## src/rtl/wfpa_pkg.sv

```systemverilog
`timescale 1ns / 1ps
// shared constants and codes of the worst-fit partition allocator
package wfpa_pkg;

   localparam int NUM_BLOCKS_DEF = 16;
   localparam int SIZE_W         = 16;
   localparam int BIDX_W         = 4;
   localparam int STATUS_W       = 2;
   localparam int REQ_DATA_W     = 24;   // block_index + size_value, padded to bytes
   localparam int RSP_DATA_W     = 24;   // granted_index + remaining_hole, padded to bytes

   // request kinds carried on req_tuser
   localparam logic OP_LOAD    = 1'b0;
   localparam logic OP_REQUEST = 1'b1;

   // result kinds carried on rsp_tuser
   typedef enum logic [STATUS_W-1:0] {
      STAT_LOADED  = 2'd0,
      STAT_GRANTED = 2'd1,
      STAT_NONE    = 2'd2
   } status_type;

endpackage

```

## src/rtl/worst_fit_partition_allocator.sv

```systemverilog
`timescale 1ns / 1ps
// worst-fit fixed-partition allocator: top level
//
// usage
//  - req channel: one transaction is a load (req_tuser = 0: block_index and
//    size_value set one partition's size and mark it free) or an allocation
//    request (req_tuser = 1: size_value is the requested size)
//  - rsp channel: exactly one transaction per request transaction, in order;
//    rsp_tuser carries the status, rsp_tdata the granted index and leftover hole
//  - a load sets its result in the result stage, from which it moves into the
//    output register; the next transaction is taken once it has moved on
//  - a request walks the size memory one entry per cycle through one comparator,
//    then passes the tail state (last compare), the decide state (grant
//    decision) and the result stage; the next transaction is taken once its
//    result has moved into the output register
//  - the result sits in an output register; the next transaction is taken while
//    a finished result waits, and a stalled rsp side only holds back the block
//    once a second result is ready
//  - reset (synchronous, active high) marks every partition used and empties
//    the pipeline; the size memory is not cleared since a size is read only
//    behind its free bit, which is set only by a load
module worst_fit_partition_allocator #(
   parameter int NUM_BLOCKS = wfpa_pkg::NUM_BLOCKS_DEF
) (
   input  logic                            clock,
   input  logic                            reset,
   // input channel
   input  logic                            req_tvalid,
   output logic                            req_tready,
   input  logic [wfpa_pkg::REQ_DATA_W-1:0] req_tdata,   // [3:0] block_index, [19:4] size_value
   input  logic [0:0]                      req_tuser,   // [0] opcode
   // result channel
   output logic                            rsp_tvalid,
   input  logic                            rsp_tready,
   output logic [wfpa_pkg::RSP_DATA_W-1:0] rsp_tdata,   // [3:0] granted_index, [19:4] remaining_hole
   output logic [wfpa_pkg::STATUS_W-1:0]   rsp_tuser    // [1:0] status
);

   localparam int IDX_W  = $clog2(NUM_BLOCKS);
   localparam int SIZE_W = wfpa_pkg::SIZE_W;
   localparam int BIDX_W = wfpa_pkg::BIDX_W;

   typedef enum logic [2:0] {
      ST_IDLE,
      ST_SCAN,
      ST_TAIL,
      ST_DECIDE,
      ST_DONE
   } state_type;

   state_type                state_ff;

   // captured request
   logic [SIZE_W-1:0]        req_size_ff;

   // partition state: free bits in flops, sizes in a memory
   logic [NUM_BLOCKS-1:0]    free_ff;
   logic [SIZE_W-1:0]        size_mem [NUM_BLOCKS];
   logic [SIZE_W-1:0]        rd_data_ff;

   // scan pipeline
   logic [IDX_W-1:0]         cnt_ff;
   logic                     cmp_vld_ff;
   logic [IDX_W-1:0]         cmp_idx_ff;

   // running best
   logic                     best_found_ff;
   logic [IDX_W-1:0]         best_idx_ff;
   logic [SIZE_W-1:0]        best_size_ff;

   // finished result waiting for the output register
   wfpa_pkg::status_type     res_status_ff;
   logic [BIDX_W-1:0]        res_index_ff;
   logic [SIZE_W-1:0]        res_hole_ff;

   // output register
   logic                     rsp_tvalid_ff;
   logic [BIDX_W-1:0]        rsp_index_ff;
   logic [SIZE_W-1:0]        rsp_hole_ff;
   wfpa_pkg::status_type     rsp_status_ff;

   // input unpacking
   logic                     in_op;
   logic [BIDX_W-1:0]        in_bidx;
   logic [SIZE_W-1:0]        in_size;
   logic                     in_accept;
   logic                     load_in_range;
   logic [IDX_W+BIDX_W-1:0]  load_addr_wide;
   logic [IDX_W-1:0]         load_addr;
   logic                     mem_wr_en;

   // scan compare and grant
   logic                     cmp_take;
   logic                     fits;
   logic [IDX_W+BIDX_W-1:0]  grant_wide;
   logic                     out_load;

   assign in_op     = req_tuser[0];
   assign in_bidx   = req_tdata[BIDX_W-1:0];
   assign in_size   = req_tdata[BIDX_W+SIZE_W-1:BIDX_W];
   assign req_tready = (state_ff == ST_IDLE);
   assign in_accept = req_tvalid && req_tready;

   // loads beyond the partition count are dropped
   assign load_in_range  = (32'(in_bidx) < NUM_BLOCKS);
   assign load_addr_wide = (IDX_W+BIDX_W)'(in_bidx);
   assign load_addr      = load_addr_wide[IDX_W-1:0];
   assign mem_wr_en      = in_accept && (in_op == wfpa_pkg::OP_LOAD) && load_in_range;

   // one comparator: strictly larger wins, so ties keep the lower index
   assign cmp_take = cmp_vld_ff && free_ff[cmp_idx_ff] &&
                     (!best_found_ff || (rd_data_ff > best_size_ff));

   assign fits       = best_found_ff && (best_size_ff >= req_size_ff);
   assign grant_wide = (IDX_W+BIDX_W)'(best_idx_ff);

   // result stage moves into the output register when that is empty or draining
   assign out_load = (state_ff == ST_DONE) && (!rsp_tvalid_ff || rsp_tready);

   // partition size memory, one write and one registered read port
   always_ff @(posedge clock) begin
      if (mem_wr_en) begin
         size_mem[load_addr] <= in_size;
      end
      rd_data_ff <= size_mem[cnt_ff];
   end

   // control, free bits and registered outputs
   always_ff @(posedge clock) begin
      if (reset) begin
         state_ff      <= ST_IDLE;
         free_ff       <= '0;
         cnt_ff        <= '0;
         cmp_vld_ff    <= 1'b0;
         best_found_ff <= 1'b0;
         rsp_tvalid_ff <= 1'b0;
      end else begin
         cmp_vld_ff <= (state_ff == ST_SCAN);
         cmp_idx_ff <= cnt_ff;

         if (cmp_take) begin
            best_found_ff <= 1'b1;
            best_idx_ff   <= cmp_idx_ff;
            best_size_ff  <= rd_data_ff;
         end

         if (out_load) begin
            rsp_tvalid_ff <= 1'b1;
            rsp_status_ff <= res_status_ff;
            rsp_index_ff  <= res_index_ff;
            rsp_hole_ff   <= res_hole_ff;
         end else if (rsp_tvalid_ff && rsp_tready) begin
            rsp_tvalid_ff <= 1'b0;
         end

         case (state_ff)
            ST_IDLE: begin
               if (in_accept) begin
                  req_size_ff <= in_size;
                  if (in_op == wfpa_pkg::OP_LOAD) begin
                     if (load_in_range) begin
                        free_ff[load_addr] <= 1'b1;
                     end
                     res_status_ff <= wfpa_pkg::STAT_LOADED;
                     res_index_ff  <= '0;
                     res_hole_ff   <= '0;
                     state_ff      <= ST_DONE;
                  end else begin
                     cnt_ff        <= '0;
                     best_found_ff <= 1'b0;
                     state_ff      <= ST_SCAN;
                  end
               end
            end
            ST_SCAN: begin
               if (cnt_ff == IDX_W'(NUM_BLOCKS - 1)) begin
                  state_ff <= ST_TAIL;
               end else begin
                  cnt_ff <= cnt_ff + 1'b1;
               end
            end
            ST_TAIL: begin
               // last entry is compared in this cycle
               state_ff <= ST_DECIDE;
            end
            ST_DECIDE: begin
               if (fits) begin
                  free_ff[best_idx_ff] <= 1'b0;
                  res_status_ff <= wfpa_pkg::STAT_GRANTED;
                  res_index_ff  <= grant_wide[BIDX_W-1:0];
                  res_hole_ff   <= best_size_ff - req_size_ff;
               end else begin
                  res_status_ff <= wfpa_pkg::STAT_NONE;
                  res_index_ff  <= '0;
                  res_hole_ff   <= '0;
               end
               state_ff <= ST_DONE;
            end
            ST_DONE: begin
               if (out_load) begin
                  state_ff <= ST_IDLE;
               end
            end
            default: begin
               state_ff <= ST_IDLE;
            end
         endcase
      end
   end

   assign rsp_tvalid = rsp_tvalid_ff;
   assign rsp_tuser  = rsp_status_ff;
   assign rsp_tdata  = {{(wfpa_pkg::RSP_DATA_W-BIDX_W-SIZE_W){1'b0}}, rsp_hole_ff, rsp_index_ff};

endmodule

```

## config.mk

```make
export PLATFORM = sky130hd
export DESIGN_NAME = worst_fit_partition_allocator
export DESIGN_NICKNAME = d
export VERILOG_FILES = /design/src/rtl/wfpa_pkg.sv /design/src/rtl/worst_fit_partition_allocator.sv
export SDC_FILE = /design/constraint.sdc
export NUM_CORES = 1
export LEC_CHECK = 0
export ABC_AREA = 1
export BUFFER_PORTS_ARGS = -buffer_cell sky130_fd_sc_hd__buf_4
export CAP_MARGIN = 40
export CORE_MARGIN = 4
export CORE_UTILIZATION = 45
export DETAILED_ROUTE_END_ITERATION = 8
export GPL_ROUTABILITY_DRIVEN = 0
export PLACE_DENSITY_LB_ADDON = 0.05
export SLEW_MARGIN = 20
export SYNTH_ARGS = -nofsm -noshare
export SYNTH_HDL_FRONTEND = slang
export SYNTH_SLANG_ARGS = --single-unit
```

## constraint.sdc

```tcl
create_clock -name clock -period 3.5 [get_ports clock]
set_clock_uncertainty 0.15 [all_clocks]
set_input_delay 0.525 -clock clock [delete_from_list [all_inputs] [get_ports clock]]
set_output_delay 0.525 -clock clock [all_outputs]
set_load 0.05 [all_outputs]
```

* After elaboration in Yosys (flattened, before gate mapping)
Memories as Yosys holds them, arrays and structs flattened. A register that Yosys moved wholly into a read port is not among the register bits.
Index checks and enable logic that the tools add are counted.
** Word-level totals
- Input port bits :: 29
- Latch bits :: 0
- Memories kept :: 1
- RAM bits :: 256
- ROM bits :: 0
- Register bits :: 110
** Memories
- size_mem :: depth 16, bits a word 16, read ports 1, clocked after memory_dff 1, wr ports 1, RTL line worst_fit_partition_allocator.sv:58 : logic [SIZE_W-1:0] size_mem [NUM_BLOCKS];
** Cells by class
- Divide/modulo/power cells :: 0
- $lt $le $gt $ge :: 7
- Bitwise operators :: 5
- Add/subtract/negate cells :: 2
- Reduce and logical (&&, ||, !) cells :: 24
- Multiply operators :: 0
- Shift-type cells :: 0
- Muxes and demuxes :: 39
- Equal/unequal tests :: 12
** Operators with widths (count)
- 2-to-1 mux 16 bit :: 6
- case mux 16 bit (2 select lines) :: 2
- 2-to-1 mux 4 bit :: 6
- bitwise AND 16 bit :: 1
- >= comparator 16 bit :: 1
- greater-than comparator 16 bit :: 1
- inverter 16 bit :: 1
- OR 16 bit :: 1
- case mux 4 bit (2 select lines) :: 2
- subtractor 16 bit :: 1
- < comparator 4 x 5 -> 1 bit, second input constant :: 3
- case mux 3 bit (5 select lines) :: 1
- 2-to-1 mux 3 bit :: 4
- AND reduction 4 bit :: 3
- 2-to-1 mux 1 bit :: 11
- logical AND 1 bit :: 9
- demux 1 bit (select 4 bit) :: 2
- >= comparator 4 x 1 -> 1 bit, second input constant :: 2
- != test 2 bit, second input constant :: 4
- equality test 3 x 2 -> 1 bit, second input constant :: 2
- 2-to-1 mux 2 bit :: 3
- != test 2 x 1 -> 1 bit, second input constant :: 3
- AND reduction 3 bit :: 2
- nonzero test 2 bit :: 3
- other kinds (11) :: 15

* Longest topological paths before layout
- Word-level depth :: 8
- Gate-level depth with buffers :: 16
- Mapped depth without buffers :: 16

* Worst setup path after synthesis
No wires, ideal clock.
- Path kind :: register -> register
- From :: register state_ff[0]
- To :: register res_hole_ff[0] (enable)
- Slack :: 259 ps
- Period minus slack after synthesis :: 3241 ps
- Required time :: 2915 ps
- Arrival :: 2656 ps
- Cell stages (with the launch flop) :: 6
- Cell sequence :: dfxtp_1 > inv_1 > nor3_4 > inv_2 > buf_6 > a211oi_1
** On the way
- Cells in the longest elaborated chain, start to end :: 4
- Elaborated cells between the ends (all ways) :: 7
- Classes of those cells :: 3 x eq/ne; 4 x reduce/logical
** Ends and longest elaborated chain
- from (decl) :: RTL line worst_fit_partition_allocator.sv:51 : state_type state_ff;
- from (signal assigned) :: RTL line worst_fit_partition_allocator.sv:131 : state_ff <= ST_IDLE;
- from (signal assigned) :: RTL line worst_fit_partition_allocator.sv:167 : state_ff <= ST_DONE;
- from (signal assigned) :: RTL line worst_fit_partition_allocator.sv:171 : state_ff <= ST_SCAN;
- logical NOT 3 bit :: RTL line worst_fit_partition_allocator.sv:101, worst_fit_partition_allocator.sv:156
- logical AND 1 bit :: RTL line worst_fit_partition_allocator.sv:102 : assign in_accept = req_tvalid && req_tready;
- != test 2 x 1 -> 1 bit (no line)
- AND reduction 4 bit (no line) *
- to (signal assigned) :: RTL line worst_fit_partition_allocator.sv:191 : res_hole_ff <= best_size_ff - req_size_ff;
- to (decl) :: RTL line worst_fit_partition_allocator.sv:74 : logic [SIZE_W-1:0] res_hole_ff;
Every way passes the cells marked *; elsewhere a longest branch is shown, timed or not.
A chain may end at the register's enable or synchronous reset.

* Worst setup path after layout
- From :: register cmp_idx_ff[0]
- To :: register best_size_ff[10] (enable)
** On the way
- Cells in the longest elaborated chain, start to end :: 5
** Ends and longest elaborated chain
- from (decl) :: RTL line worst_fit_partition_allocator.sv:64 : logic [IDX_W-1:0] cmp_idx_ff;
- from (signal assigned) :: RTL line worst_fit_partition_allocator.sv:139 : cmp_idx_ff <= cnt_ff;
- binary-select mux 1 bit (select 4 bit) :: RTL line worst_fit_partition_allocator.sv:111 : assign cmp_take = cmp_vld_ff && free_ff[cmp_idx_ff] &&
- 2-to-1 mux 1 bit (not written as such) :: RTL line worst_fit_partition_allocator.sv:111
- logical AND 1 bit (2 in a row) :: RTL line worst_fit_partition_allocator.sv:111
- AND reduction 2 bit (no line)
- to (signal assigned) :: RTL line worst_fit_partition_allocator.sv:144 : best_size_ff <= rd_data_ff;
- to (decl) :: RTL line worst_fit_partition_allocator.sv:69 : logic [SIZE_W-1:0] best_size_ff;
Every way passes these cells. The select of a mux whose other input is x is not followed.

==> metrics.md <==
| Metric | Value |
|---|---|
| Maximum achievable frequency | `roughly 410 MHz` |
| Top-level port count | `57` |
| Maximum number of pins on one net before global-route repair | `between 100 and 150` |
| Drt pass-1 iters | `7` |
| Power density cells | `565 mW/mm2` |
| Final number of setup-violating endpoints | `0` |
| Number of max-cap violations | `0` |
| Syn Std Cell Area | `0.0160 mm2` |
| Post-synth EDFFs | `340` |
| Top sig layer | `met4` |
| TritonCTS sink count | `approximately 380` |
| Worst Setup Slack post-DPL | `1.02 ns` |
| Number of buffers created by CTS | `between 40 and 50` |
| DRC | `0` |
| Worst relative slew slack | `0.543` |
| Post-Syn Instances | `1328` |
| Final worst path period share | `0.701` |
| Root buffer cell | `clkbuf_16` |
| Endpoint of the worst-slack reg-to-reg timing path | `best_size_ff[10]` |
| Ranking of synthesized cells by area | `edfxtp_1 (64%), nor2_1 (5.3%), dfxtp_1 (5.3%)` |
| Synth top cells by count | `edfxtp_1 (340), nor2_1 (226), nand2_1 (143), inv_1 (96), o21ai_0 (96)` |
| Top FF cell, synth | `edfxtp_1` |
| Count of pins over their slew limit | `0` |
| Antenna diodes | `0` |
| Count of cells resized by post-cts repair | `0` |
| RSZ-0062 raised after global routing | `no` |
| TritonCTS clock tree | `built` |
| # rows | `68` |
| Critical Path End Type | `flip-flop` |
| Starting utilization of the core area | `0.460` |
| Minimum period implied by the final worst setup slack | `about 2.5 ns` |
| Worst setup path start | `cmp_idx_ff[0]` |
| Grt ovf | `0` |
| Die outline width | `approximately 200 um` |
| Wirelength per Cell | `19.7 um` |
| Area growth, synth to finish | `14.5%` |
| Most frequently used cell type in the post-synthesis netlist | `edfxtp_1` |
| Total wire length after detailed routing | `between 30000 and 40000 um` |
| Net count of the finished layout | `around 1500` |
| Clock slew at the register clock pins of the worst setup and hold paths | `approximately 0.06 ns` |
| Non-filler instance count after layout | `1881` |
| HPWL after detailed placement | `about 23000 um` |
| Count of hold buffers inserted by post-cts repair | `0` |
| Number of antenna violations at the first check in global routing | `0` |
| Antenna Nets Post-Route | `0` |
| Minimum setup slack among reg-to-reg paths | `1.05 ns` |
| Fraction of synthesized cell area taken by the top area cell type | `0.638` |
| Synth Register Bits | `382` |
| Global-route wire length before repair | `57600 um` |
| Placed Instances | `roughly 1800` |
| Number of vias per cell | `about 5.3` |
| Count of different cell masters after synthesis | `43` |
| Required time of the critical path | `between 3 and 4 ns` |
| Class of the tightest hold or removal check | `input pin to flip-flop` |
| Number of H-tree branching levels | `2` |
| Vertical die dimension | `between 150 and 200 um` |
| CP endpoint | `best_size_ff[10]` |
| Sequential area share after synthesis | `0.691` |
| Hold violation count in the final report | `0` |
| Pwr Total | `between 10 and 15 mW` |
| DR vias | `10000` |
| Mean area per synthesized cell | `approximately 12 um2` |
| Die area | `~0.039 mm2` |
| Asr flop ratio synth | `0` |
| Post-synthesis cell type with the largest combined area | `edfxtp_1` |
| DRT iter0 DRCs | `725` |
| Number of cells on the worst reg-to-reg path | `9` |
| Maximum fanout along the worst path | `16` |
| Number of synthesis warnings | `0` |
| Hold slack | `0.0932 ns` |
| Setup ws final | `1.05 ns` |
| Fraction of final layout cells sized beyond drive strength 1 | `0.128` |
| Critical path start-end classification | `flip-flop to flip-flop` |
| Placement-stage cell area | `about 0.017 mm2` |
| Slew of the pin with the lowest slew margin | `0.684 ns` |
| Clock latency on the worst-skew pair | `roughly 0.55 ns` |
| Core ar. | `between 0.03 and 0.04 mm2` |
| End-of-flow core utilization | `0.526` |
| Met1 routed wirelength after detailed routing | `17200 um` |
| Vias in the first global route | `9666` |
| Bufs on Longest Clock Path | `3` |
| PortBufs | `48` |
| CP startpoint kind | `flip-flop` |
| Final Cell Area | `about 0.018 mm2` |
| Peak supply drop | `around 0.38 mV` |
| Length of routed met2 wiring | `~17000 um` |
| Leakage power | `6.64 nW` |
| Post-CTS setup-driven buffer insertion count | `0` |
| Launch instance of the worst min-delay path | `reset` |
| Result of the run | `complete, no violations` |
| Setup TNS | `0 ns` |
| Startpoint of the most critical register-to-register path | `cmp_idx_ff[0]` |
| Worst path arrival time | `roughly 2.5 ns` |
| Overall global routing resource usage | `0.192` |
| Met3 routed wirelength | `1830 um` |
## area by class of cell
class                   count  area [um2]
inverters                 103         388
fillers                  3033       16500
well taps                 455         569
clock inverters            23         206
flip-flops and latches    382       11100
multi-input cells         781        4270
clock buffers              55        1130
repair buffers             82         693
## placed cells by master, fill, tap and decap left out, drive strengths merged
| cell type | instances |
|---|---|
| and3 | 1 |
| a211oi | 2 |
| buf | 82 |
| nor3b | 1 |
| o211ai | 12 |
| a31oi | 3 |
| clkinv | 21 |
| conb | 4 |
| inv | 102 |
| fa | 1 |
| ha | 33 |
| mux2i | 24 |
| nand4 | 8 |
| dfxtp | 42 |
| bufinv | 3 |
| o31ai | 1 |
| edfxtp | 340 |
| nand2 | 149 |
| a2111oi | 2 |
| nor3 | 9 |
| nor2 | 227 |
| xor2 | 6 |
| nand3 | 58 |
| o32ai | 40 |
| a21oi | 70 |
| o221ai | 24 |
| or2 | 3 |
| o21bai | 2 |
| o21ai | 99 |
| a21o | 1 |
| clkbuf | 55 |
| nor4 | 1 |
## worst max-delay path: stages (launching register included)
cell and delay [ns]:
edfxtp_1 0.55, inv_1 0.17, a21oi_1 0.17, o21ai_0 0.11, nand3_1 0.08, o211ai_1 0.08, nand2_1 0.13, nand3_1 0.10
a21oi_2 0.26, buf_4 0.32
## cells by family after synthesis
logic type      count (synthesis)  share of synthesized area
simple gates                  457                      0.118
flops                         382                      0.691
compound gates                256                     0.0989
buf+inv                       168                     0.0469
fa+ha+maj                      34                     0.0271
mux                            24                     0.0150
xor+xnor                        6                    0.00329
other cells                     1                   0.000234
## how the worst min path moves through the flow
stage                     depth (start not counted)              to  slack, ns
after floorplan                                   0  rsp_hole_ff[0]       0.25
after global placement                            0    rsp_tuser[1]       0.25
after detailed placement                          0  rsp_hole_ff[8]       0.25
after CTS                                         2      rsp_tvalid       0.06
after global routing                              2      rsp_tvalid       0.08
final                                             2      rsp_tvalid       0.09
## report_power, final
group | total, mW | leakage (nW) | switching (mW) | internal [mW]
combinational | 0.945 | 2.54 | 0.631 | 0.314
sequential | 5.16 | 3.44 | 0.0738 | 5.09
clock | 4.24 | 0.659 | 1.74 | 2.51
total | 10.4 | 6.64 | 2.44 | 7.91
## per-layer routing
metal  track usage  vias to the layer above
li1              -                     4899
met1         0.278                     4815
met2         0.306                      232
met3        0.0308                       61
met4        0.0522                        0
met5             0                        -
## state kept, by name, summed over array words and instances (netlist names), 2 cells and up
name           cells
rsp_hole_ff       16
res_index_ff       4
size_mem         256
free_ff           16
cnt_ff             4
cmp_idx_ff         4
best_idx_ff        4
req_size_ff       16
rsp_tuser          2
state_ff           3
res_status_ff      2
rd_data_ff        16
best_size_ff      16
res_hole_ff       16
rsp_index_ff       4
Note: power is estimated with default switching activity, not from simulation.
